**config.mk**
```make
export PLATFORM = sky130hd
export DESIGN_NAME = positional_pid_clamped_top
export DESIGN_NICKNAME = d
export VERILOG_FILES = /design/src/rtl/core/ppid_pkg.sv /design/src/rtl/core/positional_pid_clamped_top.sv /design/src/rtl/core/ppid_regs.sv /design/src/rtl/core/ppid_datapath.sv
export SDC_FILE = /design/constraint.sdc
export NUM_CORES = 2
export LEC_CHECK = 0
export BUFFER_PORTS_ARGS = -buffer_cell sky130_fd_sc_hd__buf_2
export CORE_ASPECT_RATIO = 0.75
export CORE_MARGIN = 1.5
export CORE_UTILIZATION = 35
export CTS_CLUSTER_DIAMETER = 100
export CTS_CLUSTER_SIZE = 12
export DETAILED_ROUTE_END_ITERATION = 8
export SLEW_MARGIN = 20
export SYNTH_ARGS = -nofsm -noshare
export SYNTH_HDL_FRONTEND = slang
export SYNTH_HIERARCHICAL = 1
export SYNTH_SLANG_ARGS = --single-unit
```
**constraint.sdc**
```tcl
create_clock -name i_clk -period 42.7 [get_ports i_clk]
set_input_delay 6.405 -clock i_clk [delete_from_list [all_inputs] [get_ports i_clk]]
set_output_delay 6.405 -clock i_clk [all_outputs]
set_load 0.005 [all_outputs]
```
**src/rtl/core/ppid_pkg.sv**
```systemverilog
// Shared widths, codes, limits and the configuration struct of the positional PID block.
// Used by ppid_regs, ppid_datapath and positional_pid_clamped_top.
package ppid_pkg;

    // data path widths
    localparam int DW       = 16;                  // Q8.8 data width
    localparam int FRAC_W   = 16;                  // gain fraction bits
    localparam int ERR_W    = DW + 1;              // error width
    localparam int DIFF_W   = ERR_W + 1;           // error difference width
    localparam int KP_W     = 19;
    localparam int KI_W     = 14;
    localparam int KD_W     = 13;
    localparam int ILIM_W   = DW - 1;
    localparam int PKP_W    = KP_W + 1 + ERR_W;    // kp * error
    localparam int PKI_W    = KI_W + 1 + ERR_W;    // ki * error
    localparam int PKD_W    = KD_W + 1 + DIFF_W;   // kd * difference
    localparam int INT_W    = DW + FRAC_W;         // integral width
    localparam int INTX_W   = INT_W + 1;           // integral before clamp
    localparam int SUM_W    = PKP_W + 2;           // total sum
    localparam int SHR_W    = SUM_W - FRAC_W;      // sum after floor shift
    localparam int TDATA_W  = ((DW + 7) / 8) * 8;

    // configuration port
    localparam int ADDR_W   = 5;
    localparam int PDATA_W  = 32;
    localparam int IDX_W    = ADDR_W - 2;

    localparam logic [KP_W-1:0] KP_MAX = KP_W'(327680);
    localparam logic [KI_W-1:0] KI_MAX = KI_W'(13107);
    localparam logic [KD_W-1:0] KD_MAX = KD_W'(6553);

    // register indexes
    localparam logic [IDX_W-1:0] REG_TARGET = IDX_W'(0);
    localparam logic [IDX_W-1:0] REG_KP     = IDX_W'(1);
    localparam logic [IDX_W-1:0] REG_KI     = IDX_W'(2);
    localparam logic [IDX_W-1:0] REG_KD     = IDX_W'(3);
    localparam logic [IDX_W-1:0] REG_UPPER  = IDX_W'(4);
    localparam logic [IDX_W-1:0] REG_LOWER  = IDX_W'(5);
    localparam logic [IDX_W-1:0] REG_ILIM   = IDX_W'(6);

    // item kinds
    localparam logic CMD_COMPUTE = 1'b0;
    localparam logic CMD_CLEAR   = 1'b1;

    typedef struct packed {
        logic [DW-1:0]     target;
        logic [KP_W-1:0]   kp;
        logic [KI_W-1:0]   ki;
        logic [KD_W-1:0]   kd;
        logic [DW-1:0]     upper;
        logic [DW-1:0]     lower;
        logic [ILIM_W-1:0] ilim;
    } t_cfg;

endpackage

```
**src/rtl/core/positional_pid_clamped_top.sv**
```systemverilog
// Positional PID controller with a clamped integral (anti-windup) and a clamped drive.
// A word (cmd in tuser, Q8.8 measurement in tdata) is taken into an input register,
// worked out in one pass of combinational logic and stored in an output register, so
// the block takes one word per cycle when the output side does not stall and answers
// each from the output register. Integral and previous error update as the word leaves
// the input register; a clear word zeroes both and answers lower_limit. Gains and
// limits sit in APB registers the user writes while no word is in flight, unenforced.
module positional_pid_clamped_top (
    input  logic                             i_clk,
    input  logic                             i_rst_n,
    input  logic                             i_s_tvalid,
    output logic                             o_s_tready,
    input  logic [ppid_pkg::TDATA_W-1:0]     i_s_tdata,  // [15:0] measurement
    input  logic                             i_s_tuser,  // [0] cmd
    output logic                             o_m_tvalid,
    input  logic                             i_m_tready,
    output logic [ppid_pkg::TDATA_W-1:0]     o_m_tdata,  // [15:0] drive
    input  logic                             psel,
    input  logic                             penable,
    input  logic                             pwrite,
    input  logic [ppid_pkg::ADDR_W-1:0]      paddr,
    input  logic [ppid_pkg::PDATA_W-1:0]     pwdata,
    output logic [ppid_pkg::PDATA_W-1:0]     prdata,
    output logic                             pready
);

    ppid_pkg::t_cfg              cfg;
    logic                        r_in_valid;
    logic                        r_in_cmd;
    logic [ppid_pkg::DW-1:0]     r_in_meas;
    logic                        r_out_valid;
    logic [ppid_pkg::DW-1:0]     r_out_drive;
    logic [ppid_pkg::DW-1:0]     drive;
    logic                        out_free;
    logic                        advance;
    logic                        in_take;

    ppid_regs u_regs (
        .i_clk   (i_clk),
        .i_rst_n (i_rst_n),
        .psel    (psel),
        .penable (penable),
        .pwrite  (pwrite),
        .paddr   (paddr),
        .pwdata  (pwdata),
        .prdata  (prdata),
        .pready  (pready),
        .o_cfg   (cfg)
    );

    ppid_datapath u_datapath (
        .i_clk     (i_clk),
        .i_rst_n   (i_rst_n),
        .i_cfg     (cfg),
        .i_advance (advance),
        .i_cmd     (r_in_cmd),
        .i_meas    (r_in_meas),
        .o_drive   (drive)
    );

    assign out_free   = !r_out_valid | i_m_tready;
    assign advance    = r_in_valid & out_free;
    assign o_s_tready = !r_in_valid | out_free;
    assign in_take    = i_s_tvalid & o_s_tready;

    always_ff @(posedge i_clk) begin
        if (!i_rst_n) begin
            r_in_valid  <= 1'b0;
            r_out_valid <= 1'b0;
        end else begin
            // input register refills or drains
            if (in_take) begin
                r_in_valid <= 1'b1;
            end else if (advance) begin
                r_in_valid <= 1'b0;
            end
            if (advance) begin
                r_out_valid <= 1'b1;
            end else if (i_m_tready) begin
                r_out_valid <= 1'b0;
            end
        end
    end

    always_ff @(posedge i_clk) begin
        if (in_take) begin
            r_in_cmd  <= i_s_tuser;
            r_in_meas <= i_s_tdata[ppid_pkg::DW-1:0];
        end
        if (advance) begin
            r_out_drive <= drive;
        end
    end

    assign o_m_tvalid = r_out_valid;
    assign o_m_tdata  = ppid_pkg::TDATA_W'(r_out_drive);

endmodule

```
**src/rtl/core/ppid_regs.sv**
```systemverilog
// APB-style configuration registers of the positional PID block.
// Depends on ppid_pkg for widths, register indexes and gain limits.
module ppid_regs (
    input  logic                        i_clk,
    input  logic                        i_rst_n,
    input  logic                        psel,
    input  logic                        penable,
    input  logic                        pwrite,
    input  logic [ppid_pkg::ADDR_W-1:0] paddr,
    input  logic [ppid_pkg::PDATA_W-1:0] pwdata,
    output logic [ppid_pkg::PDATA_W-1:0] prdata,
    output logic                        pready,
    output ppid_pkg::t_cfg              o_cfg
);

    ppid_pkg::t_cfg                r_cfg;
    logic [ppid_pkg::IDX_W-1:0]    idx;
    logic                          wr_en;
    logic [ppid_pkg::KP_W-1:0]     kp_raw;
    logic [ppid_pkg::KI_W-1:0]     ki_raw;
    logic [ppid_pkg::KD_W-1:0]     kd_raw;

    assign idx    = paddr[ppid_pkg::ADDR_W-1:2];
    assign pready = 1'b1;
    assign wr_en  = psel & penable & pwrite & pready;
    assign kp_raw = pwdata[ppid_pkg::KP_W-1:0];
    assign ki_raw = pwdata[ppid_pkg::KI_W-1:0];
    assign kd_raw = pwdata[ppid_pkg::KD_W-1:0];

    always_ff @(posedge i_clk) begin
        if (!i_rst_n) begin
            r_cfg.target <= '0;
            r_cfg.kp     <= '0;
            r_cfg.ki     <= '0;
            r_cfg.kd     <= '0;
            r_cfg.upper  <= {1'b0, {(ppid_pkg::DW-1){1'b1}}};
            r_cfg.lower  <= {1'b1, {(ppid_pkg::DW-1){1'b0}}};
            r_cfg.ilim   <= '1;
        end else if (wr_en) begin
            unique case (idx)
                ppid_pkg::REG_TARGET: r_cfg.target <= pwdata[ppid_pkg::DW-1:0];
                // saturate gains to their maximum
                ppid_pkg::REG_KP: r_cfg.kp <= (kp_raw > ppid_pkg::KP_MAX) ?
                                              ppid_pkg::KP_MAX : kp_raw;
                ppid_pkg::REG_KI: r_cfg.ki <= (ki_raw > ppid_pkg::KI_MAX) ?
                                              ppid_pkg::KI_MAX : ki_raw;
                ppid_pkg::REG_KD: r_cfg.kd <= (kd_raw > ppid_pkg::KD_MAX) ?
                                              ppid_pkg::KD_MAX : kd_raw;
                ppid_pkg::REG_UPPER: r_cfg.upper <= pwdata[ppid_pkg::DW-1:0];
                ppid_pkg::REG_LOWER: r_cfg.lower <= pwdata[ppid_pkg::DW-1:0];
                ppid_pkg::REG_ILIM:  r_cfg.ilim  <= pwdata[ppid_pkg::ILIM_W-1:0];
                default: ;
            endcase
        end
    end

    always_comb begin
        unique case (idx)
            ppid_pkg::REG_TARGET: prdata = ppid_pkg::PDATA_W'(r_cfg.target);
            ppid_pkg::REG_KP:     prdata = ppid_pkg::PDATA_W'(r_cfg.kp);
            ppid_pkg::REG_KI:     prdata = ppid_pkg::PDATA_W'(r_cfg.ki);
            ppid_pkg::REG_KD:     prdata = ppid_pkg::PDATA_W'(r_cfg.kd);
            ppid_pkg::REG_UPPER:  prdata = ppid_pkg::PDATA_W'(r_cfg.upper);
            ppid_pkg::REG_LOWER:  prdata = ppid_pkg::PDATA_W'(r_cfg.lower);
            ppid_pkg::REG_ILIM:   prdata = ppid_pkg::PDATA_W'(r_cfg.ilim);
            default:              prdata = '0;
        endcase
    end

    assign o_cfg = r_cfg;

endmodule

```
**src/rtl/core/ppid_datapath.sv**
```systemverilog
// Single-pass PID arithmetic with the integral and previous-error state registers.
// Depends on ppid_pkg for widths, command codes and the configuration struct.
module ppid_datapath (
    input  logic                   i_clk,
    input  logic                   i_rst_n,
    input  ppid_pkg::t_cfg         i_cfg,
    input  logic                   i_advance,
    input  logic                   i_cmd,
    input  logic [ppid_pkg::DW-1:0] i_meas,
    output logic [ppid_pkg::DW-1:0] o_drive
);

    logic signed [ppid_pkg::ERR_W-1:0]  r_prev_err;
    logic signed [ppid_pkg::INT_W-1:0]  r_integ;
    logic signed [ppid_pkg::ERR_W-1:0]  n_prev_err;
    logic signed [ppid_pkg::INT_W-1:0]  n_integ;

    logic signed [ppid_pkg::ERR_W-1:0]  err;
    logic signed [ppid_pkg::DIFF_W-1:0] diff;
    logic signed [ppid_pkg::PKP_W-1:0]  p_prod;
    logic signed [ppid_pkg::PKI_W-1:0]  i_prod;
    logic signed [ppid_pkg::PKD_W-1:0]  d_prod;
    logic signed [ppid_pkg::INTX_W-1:0] integ_raw;
    logic signed [ppid_pkg::INTX_W-1:0] ilim_pos;
    logic signed [ppid_pkg::INTX_W-1:0] ilim_neg;
    logic signed [ppid_pkg::INT_W-1:0]  integ_clamped;
    logic signed [ppid_pkg::SUM_W-1:0]  sum;
    logic signed [ppid_pkg::SHR_W-1:0]  sum_q;
    logic signed [ppid_pkg::SHR_W-1:0]  upper_x;
    logic signed [ppid_pkg::SHR_W-1:0]  lower_x;
    logic [ppid_pkg::DW-1:0]            drive_calc;

    assign err  = ppid_pkg::ERR_W'($signed(i_cfg.target)) - ppid_pkg::ERR_W'($signed(i_meas));
    assign diff = ppid_pkg::DIFF_W'(err) - ppid_pkg::DIFF_W'(r_prev_err);

    assign p_prod = $signed({1'b0, i_cfg.kp}) * err;
    assign i_prod = $signed({1'b0, i_cfg.ki}) * err;
    assign d_prod = $signed({1'b0, i_cfg.kd}) * diff;

    // integral is exact before the clamp
    assign integ_raw = ppid_pkg::INTX_W'(r_integ) + ppid_pkg::INTX_W'(i_prod);
    assign ilim_pos  = $signed({2'b00, i_cfg.ilim, {ppid_pkg::FRAC_W{1'b0}}});
    assign ilim_neg  = -ilim_pos;

    always_comb begin
        priority if (integ_raw > ilim_pos) begin
            integ_clamped = ilim_pos[ppid_pkg::INT_W-1:0];
        end else if (integ_raw < ilim_neg) begin
            integ_clamped = ilim_neg[ppid_pkg::INT_W-1:0];
        end else begin
            integ_clamped = integ_raw[ppid_pkg::INT_W-1:0];
        end
    end

    assign sum = ppid_pkg::SUM_W'(p_prod) + ppid_pkg::SUM_W'(integ_clamped)
               + ppid_pkg::SUM_W'(d_prod);
    // floor toward minus infinity
    assign sum_q   = sum[ppid_pkg::SUM_W-1:ppid_pkg::FRAC_W];
    assign upper_x = ppid_pkg::SHR_W'($signed(i_cfg.upper));
    assign lower_x = ppid_pkg::SHR_W'($signed(i_cfg.lower));

    // upper bound wins when the limits cross
    always_comb begin
        priority if (sum_q > upper_x) begin
            drive_calc = i_cfg.upper;
        end else if (sum_q < lower_x) begin
            drive_calc = i_cfg.lower;
        end else begin
            drive_calc = sum_q[ppid_pkg::DW-1:0];
        end
    end

    always_comb begin
        unique case (i_cmd)
            ppid_pkg::CMD_CLEAR: begin
                n_prev_err = '0;
                n_integ    = '0;
                o_drive    = i_cfg.lower;
            end
            default: begin
                n_prev_err = err;
                n_integ    = integ_clamped;
                o_drive    = drive_calc;
            end
        endcase
    end

    always_ff @(posedge i_clk) begin
        if (!i_rst_n) begin
            r_prev_err <= '0;
            r_integ    <= '0;
        end else if (i_advance) begin
            r_prev_err <= n_prev_err;
            r_integ    <= n_integ;
        end
    end

endmodule

```
; Word-level counts from Yosys, hierarchy flattened
; Index checks and enable logic that the tools add are counted.
[classes]
addsub = 6
multipliers = 3
div = 0
order_cmp = 7
n_eq_ne = 6
n_shift = 0
muxes = 15
n_bitwise = 6
reduce_logical = 12
[op_table]
columns = cell, n
row1 = $pmux W19 S7, 1
row2 = $mux W32, 3
row3 = $mux W16, 3
row4 = $add A38 B32 Y39, 1
row5 = $add A37 B32 Y38, 1
row6 = $mul A20 B17 Y37, 1
row7 = $add A32 B32 Y33, 1
row8 = $gt A33 B32 Y1, 1
row9 = $lt A33 B33 Y1, 1
row10 = $neg A31 Y33, 1
row11 = $mul A14 B18 Y32, 1
row12 = $mul A15 B17 Y32, 1
row13 = $gt A23 B16 Y1, 1
row14 = $lt A23 B16 Y1, 1
row15 = $gt A19 B19 Y1 const B, 1
row16 = $mux W19, 1
row17 = $sub A17 B17 Y18, 1
row18 = $mux W17, 1
row19 = $sub A16 B16 Y17, 1
row20 = $gt A14 B14 Y1 const B, 1
row21 = $mux W14, 1
row22 = $reduce_and A2 Y1, 7
row23 = $gt A13 B13 Y1 const B, 1
row24 = $mux W13, 1
row25 = other kinds (9), 21
[totals]
ff_bits = 193
latch_bits = 0
ram_bits = 0
romBits = 0
wordCells = 69
mem_count = 0

; Longest topological paths before layout
[logic_depth]
word_depth = 12
depth_mapped = 94

; Modules after synthesis
; Netlist, hierarchy kept.
[by_module_without_submodules]
columns = module, n_inst, cells_each, area_each_um2
row1 = ppid_datapath, 1, 4258, 37608.6
row2 = ppid_regs, 1, 624, 5376.4
row3 = positional_pid_clamped_top, 1, 42, 1094.8

; Least setup slack after synthesis
; No wires, ideal clock.
[synth_path]
path_kind = flip-flop to flip-flop
start = register r_in_meas[2] (netlist name)
end = register r_out_drive (netlist bit o_m_tdata[10]) (data pin)
setup_ns = 0.256
arrival_time_ns = 20.027
path_slack_ns = 22.416
stages_incl_launch_ff = 92
path_buffers = 9
path_cell_list = edfxtp_1 -> inv_1 -> ha_1 -> nor2b_1 -> o21ai_0 -> a21boi_0 -> o21ai_0 -> a21o_1 -> a21oi_1 -> o41a_1 -> o21a_1 -> nor2_1 -> o221ai_1 -> o22ai_1 -> clkbuf_1 -> buf_2 -> nand2_1 -> fa_1 -> [... 56 more ...] -> a21oi_1 -> xnor2_1 -> ha_1 -> a21o_1 -> a21o_1 -> a21o_1 -> a21o_1 -> a21o_1 -> a21oi_1 -> nand2_1 -> mux2i_1 -> a41o_1 -> clkbuf_1 -> nand2b_1 -> clkbuf_1 -> clkbuf_1 -> o22a_1 -> o22a_1
[synth_between]
elab_chain_cells = 12
[synth_rtl]
columns = item, line_no
row1 = "start, declared", positional_pid_clamped_top.sv:30  ; logic [ppid_pkg::DW-1:0] r_in_meas;
row2 = "start signal, assigned", positional_pid_clamped_top.sv:88  ; r_in_meas <= i_s_tdata[ppid_pkg::DW-1:0];
row3 = $sub A16 B16 Y17 (*), ppid_datapath.sv:33  ; assign err = ppid_pkg::ERR_W'($signed(i_cfg.target)) - ppid_pkg::ERR_W'($signed(i_meas));
row4 = $mul A15 B17 Y32, ppid_datapath.sv:37  ; assign i_prod = $signed({1'b0, i_cfg.ki}) * err;
row5 = $add A32 B32 Y33, ppid_datapath.sv:41  ; assign integ_raw = ppid_pkg::INTX_W'(r_integ) + ppid_pkg::INTX_W'(i_prod);
row6 = $lt A33 B33 Y1, ppid_datapath.sv:48  ; end else if (integ_raw < ilim_neg) begin
row7 = $mux W32, ppid_datapath.sv:48
row8 = $mux W32, ppid_datapath.sv:46  ; priority if (integ_raw > ilim_pos) begin
row9 = $add A37 B32 Y38, ppid_datapath.sv:55  ; assign sum = ppid_pkg::SUM_W'(p_prod) + ppid_pkg::SUM_W'(integ_clamped)
row10 = $add A38 B32 Y39 (*), ppid_datapath.sv:56  ; + ppid_pkg::SUM_W'(d_prod);
row11 = $lt A23 B16 Y1, ppid_datapath.sv:66  ; end else if (sum_q < lower_x) begin
row12 = $mux W16, ppid_datapath.sv:66
row13 = $mux W16 (*), ppid_datapath.sv:64  ; priority if (sum_q > upper_x) begin
row14 = $mux W16 (*), ppid_datapath.sv:74  ; unique case (i_cmd)
row15 = via drive (one bit), positional_pid_clamped_top.sv:33  ; logic [ppid_pkg::DW-1:0] drive;
row16 = "end signal, assigned", positional_pid_clamped_top.sv:91  ; r_out_drive <= drive;
row17 = "end, declared", positional_pid_clamped_top.sv:32  ; logic [ppid_pkg::DW-1:0] r_out_drive;
; Mark *: on every way through the listed nets, which the timed path passes. The rest lies on a longest branch.
; A chain may end at the register's enable or synchronous reset.

; Worst setup path in the final report
[layout_path]
start = register r_in_meas[2] (netlist name)
end = register r_out_drive (netlist bit o_m_tdata[0]) (data pin)
; The elaborated chain is that of the path after synthesis.

==> reports/metrics.csv <==
stage;metric;value;unit
status;status;finished clean;
pwr;switch share;0.4702;
synthesis;top cell type's share of synthesized area;0.4001;
synthesis;ys flop type;dfxtp_1;
critical_path;Critical Path AT;26.33;ns
pwr;Combinational Power Share;0.568;
floorplan;# rows;112;
sta;RSZ-0062 raised after global routing;false;
pwr;P per Cell Area;18.71;mW/mm²
clock_tree;Clock Sinks;193;
pwr;Seq pwr share;0.227;
clock_tree;Post-CTS Setup Inserts;0;
synthesis;ranking of synthesized cells by area;fa_1, ha_1, inv_1, dfxtp_1, nand2_1;
critical_path;R2R Path End;o_m_tdata[0];
clock_tree;CTS Root Cell;clkbuf_16;
critical_path;CP startpoint;r_in_meas[2];
synthesis;Synth async-reset ratio;0;
grt;initial antenna violation count;4;
pwr;leakage;22.92;nW
route;wire length per cell;19.09;µm
sta;fin crit period;26.15;ns
synthesis;Synth Register Bits;193;
floorplan;Die Y;310.3;µm
critical_path;WS Path Type;reg -> reg;
synthesis;Synth warnings;6;
finish;area grow syn2layout;6.440;%
grt;Overflow after GRT;0;
critical_path;Critical Path RT;42.88;ns
critical_path;Critical Path Sink Type;register;
route;DRC errors left;0;
route;drt initial violations;2495;
sta;Max Clock Skew;0.01764;ns
synthesis;count leader, synth;inv_1;
grt;number of global-route vias before repair;33974;
route;ANT nets after route;0;
sta;Slew headroom;0.1946;
run;max-cap check violation count;0;
finish;Final nets;6208;
clock_tree;clock buffer count from CTS;17;
critical_path;worst reg2reg startpoint;r_in_meas[2];
placed_design;PortBufs;82;
floorplan;floorplan die width;412.8;µm
clock_tree;Clock transition at path regs;0.08;ns
critical_path;CP max stage cell;xnor2_1;
clock_tree;post_cts resized;0;
finish;fillers;12758;
critical_path;crit path to;o_m_tdata[0];
floorplan;I/O pins;112;
grt;first-pass GRT wire length;200200;µm
clock_tree;CTS H-Tree Depth;4;
grt;All-Layer GR Usage;0.2035;
critical_path;FF-to-FF setup slack;16.55;ns
clock_tree;TritonCTS clock tree;yes;
grt;largest net degree at the start of global routing;78;
clock_tree;hold buffer count at cts;0;
critical_path;Worst path max stage delay;0.86;ns
floorplan;Starting Density;0.3534;
synthesis;post-synthesis cell type count;103;
pwr;worst IR drop on VDD;0.03220;mV
synthesis;top cells by count, synth;inv_1, fa_1, nand2_1, ha_1, and2_1;
synthesis;Post-Syn Instances;4924;
placed_design;pre-CTS setup slack;17.17;ns
clock_tree;Longest Clk Path Bufs;2;
pwr;Switch Pwr;412.7;µW
floorplan;Core Region;0.1247;mm²
finish;share of cells above drive strength 1;0.06217;
route;Detailed Routing Iterations Pass 1;6;
floorplan;Die Area;0.1281;mm²
clock_tree;worst skew pair latency;0.48;ns
sta;Slew Viols, Final;0;
route;vias after detailed routing;32669;
critical_path;critical path fanouts, max;33;
synthesis;number of synthesized flops with an enable pin;33;
pwr;total power;877.7;µW
synthesis;area leader, netlist;fa_1;
synthesis;synthesized cell area;0.04408;mm²
critical_path;Reg2Reg Depth;83;
placed_design;gpl congestion;0.9222;
placed_design;HPWL after DPL;100400;µm
worst_hold_path;Hold WC Path Type;reg -> reg;
route;Vias/cell;4.991;
sta;Setup WS post-layout;16.55;ns
synthesis;Syn Area/Cell;8.952;µm²
sta;measured slew at the worst slew-check pin;1.207;ns
synthesis;Seq/Total Area, Yosys;0.09515;
sta;TNS Setup;0;ns
route;drt total wl;125000;µm
pwr;Clk pwr share;0.206;
sta;final count of hold timing violations;0;
critical_path;most frequent cell on the critical path;fa_1;
sta;Tcrit/Tclk final;0.6125;
pwr;internal power;465.0;µW
critical_path;CP Launch Type;register;
sta;Final setup viols;0;
sta;FMAX;0.03824;GHz
## flip-flops by register name, summed over array words and instances (netlist names)
register	count
r_in_cmd	1
r_in_valid	1
u_datapath/r_integ	32
u_regs/o_cfg	109
o_m_tdata	16
o_m_tvalid	1
r_in_meas	16
u_datapath/r_prev_err	17
## power groups by stage
stage	clock network (mW)	logic (mW)	registers, mW
floorplan	0	0.330	0.202
global placement	0	0.478	0.203
detailed placement	0	0.485	0.203
CTS	0.183	0.490	0.199
global route	0.190	0.552	0.200
finish	0.180	0.498	0.199
## cells in the final DEF (no fill, tap or decap), drive strengths merged, types with 15 or more instances in the layout
| master | Yosys | layout |
|---|---|---|
| ha | 389 | 389 |
| a21o | 31 | 31 |
| o22a | 30 | 30 |
| nand3 | 78 | 78 |
| and3 | 19 | 19 |
| a21boi | 50 | 50 |
| xnor2 | 72 | 72 |
| nand2 | 754 | 754 |
| xor2 | 23 | 23 |
| o21ai | 116 | 116 |
| o21a | 22 | 22 |
| a21oi | 103 | 103 |
| nor2 | 91 | 91 |
| nor2b | 118 | 118 |
| nand4 | 18 | 18 |
| dfxtp | 160 | 160 |
| nand2b | 45 | 45 |
| mux2i | 30 | 30 |
| nor3 | 29 | 29 |
| inv | 1122 | 1129 |
| fa | 881 | 881 |
| and2 | 251 | 251 |
| clkbuf | 167 | 18 |
| buf | 77 | 166 |
| edfxtp | 33 | 33 |
| mux2 | 15 | 15 |
## cell type report
type / instances / area (µm²) / share of cell area
Tap cell: 1653 / 2068 / 0.04408
Clock buffer: 18 / 429.2 / 0.009147
Multi-Input combinational cell: 3377 / 34770 / 0.7410
Clock inverter: 14 / 196.4 / 0.004187
Timing Repair Buffer: 166 / 1044 / 0.02224
Antenna cell: 3 / 7.507 / 0.0001600
Inverter: 1122 / 4212 / 0.08976
Sequential cell: 193 / 4194 / 0.08939
## stage by stage
step	utilization	cells	instance area (µm²)	hold WS (ns)
after floorplan	-	4936	44120	0.4250
after global placement	0.3710	6511	46270	0.4404
after detailed placement	0.3710	6511	46270	0.4498
after CTS	0.3760	6543	46900	0.4702
after global routing	0.3762	6544	46910	0.4918
final	0.3762	6546	46920	0.4706
## worst min path at each step
stage	cells after the start	slack (ns)	startpoint	end
2_1_floorplan	2	0.43	u_datapath/r_integ[16]	u_datapath/r_integ[16]
3_3_place_gp	2	0.44	u_datapath/r_integ[16]	u_datapath/r_integ[16]
3_5_place_dp	2	0.45	u_datapath/r_integ[31]	u_datapath/r_integ[31]
4_1_cts	2	0.47	u_datapath/r_integ[31]	u_datapath/r_integ[31]
5_1_grt	2	0.49	u_datapath/r_integ[31]	u_datapath/r_integ[31]
6_report	2	0.47	u_datapath/r_integ[31]	u_datapath/r_integ[31]
## kinds of logic (layout without fill, tap and decap cells)
family,count (synthesis),in the layout,share of synthesized area
and+or+nand+nor,1444,1444,0.1578
buffers and inverters,1366,1320,0.1209
adders and majority gates,1276,1276,0.5119
AOI/OAI and AO/OA,491,491,0.07843
DFF,193,193,0.09515
xor gates and xnor gates,97,97,0.01990
muxes,55,55,0.01575
other,2,17,0.0001704
## critical path: cells and delay by family, from the launching register on
kind / cells / cell delay, ns
AO/OA/AOI/OAI: 29 / 9.23
XOR/XNOR: 4 / 1.62
adder cells (fa/ha/maj): 18 / 8.37
buffers and inverters: 10 / 1.24
flip-flops: 1 / 0.43
multiplexers: 1 / 0.24
AND/OR/NAND/NOR: 21 / 4.62
## per-layer routing
metal	vias to the layer above	wire length (µm)	global-route usage
met5	-	145	0.008246
met4	2	3489	0.05384
met3	132	11180	0.04591
met2	1202	51440	0.2937
met1	16512	58740	0.3033
li1	14821	-	-
Note: power is estimated with default switching activity, not from simulation.
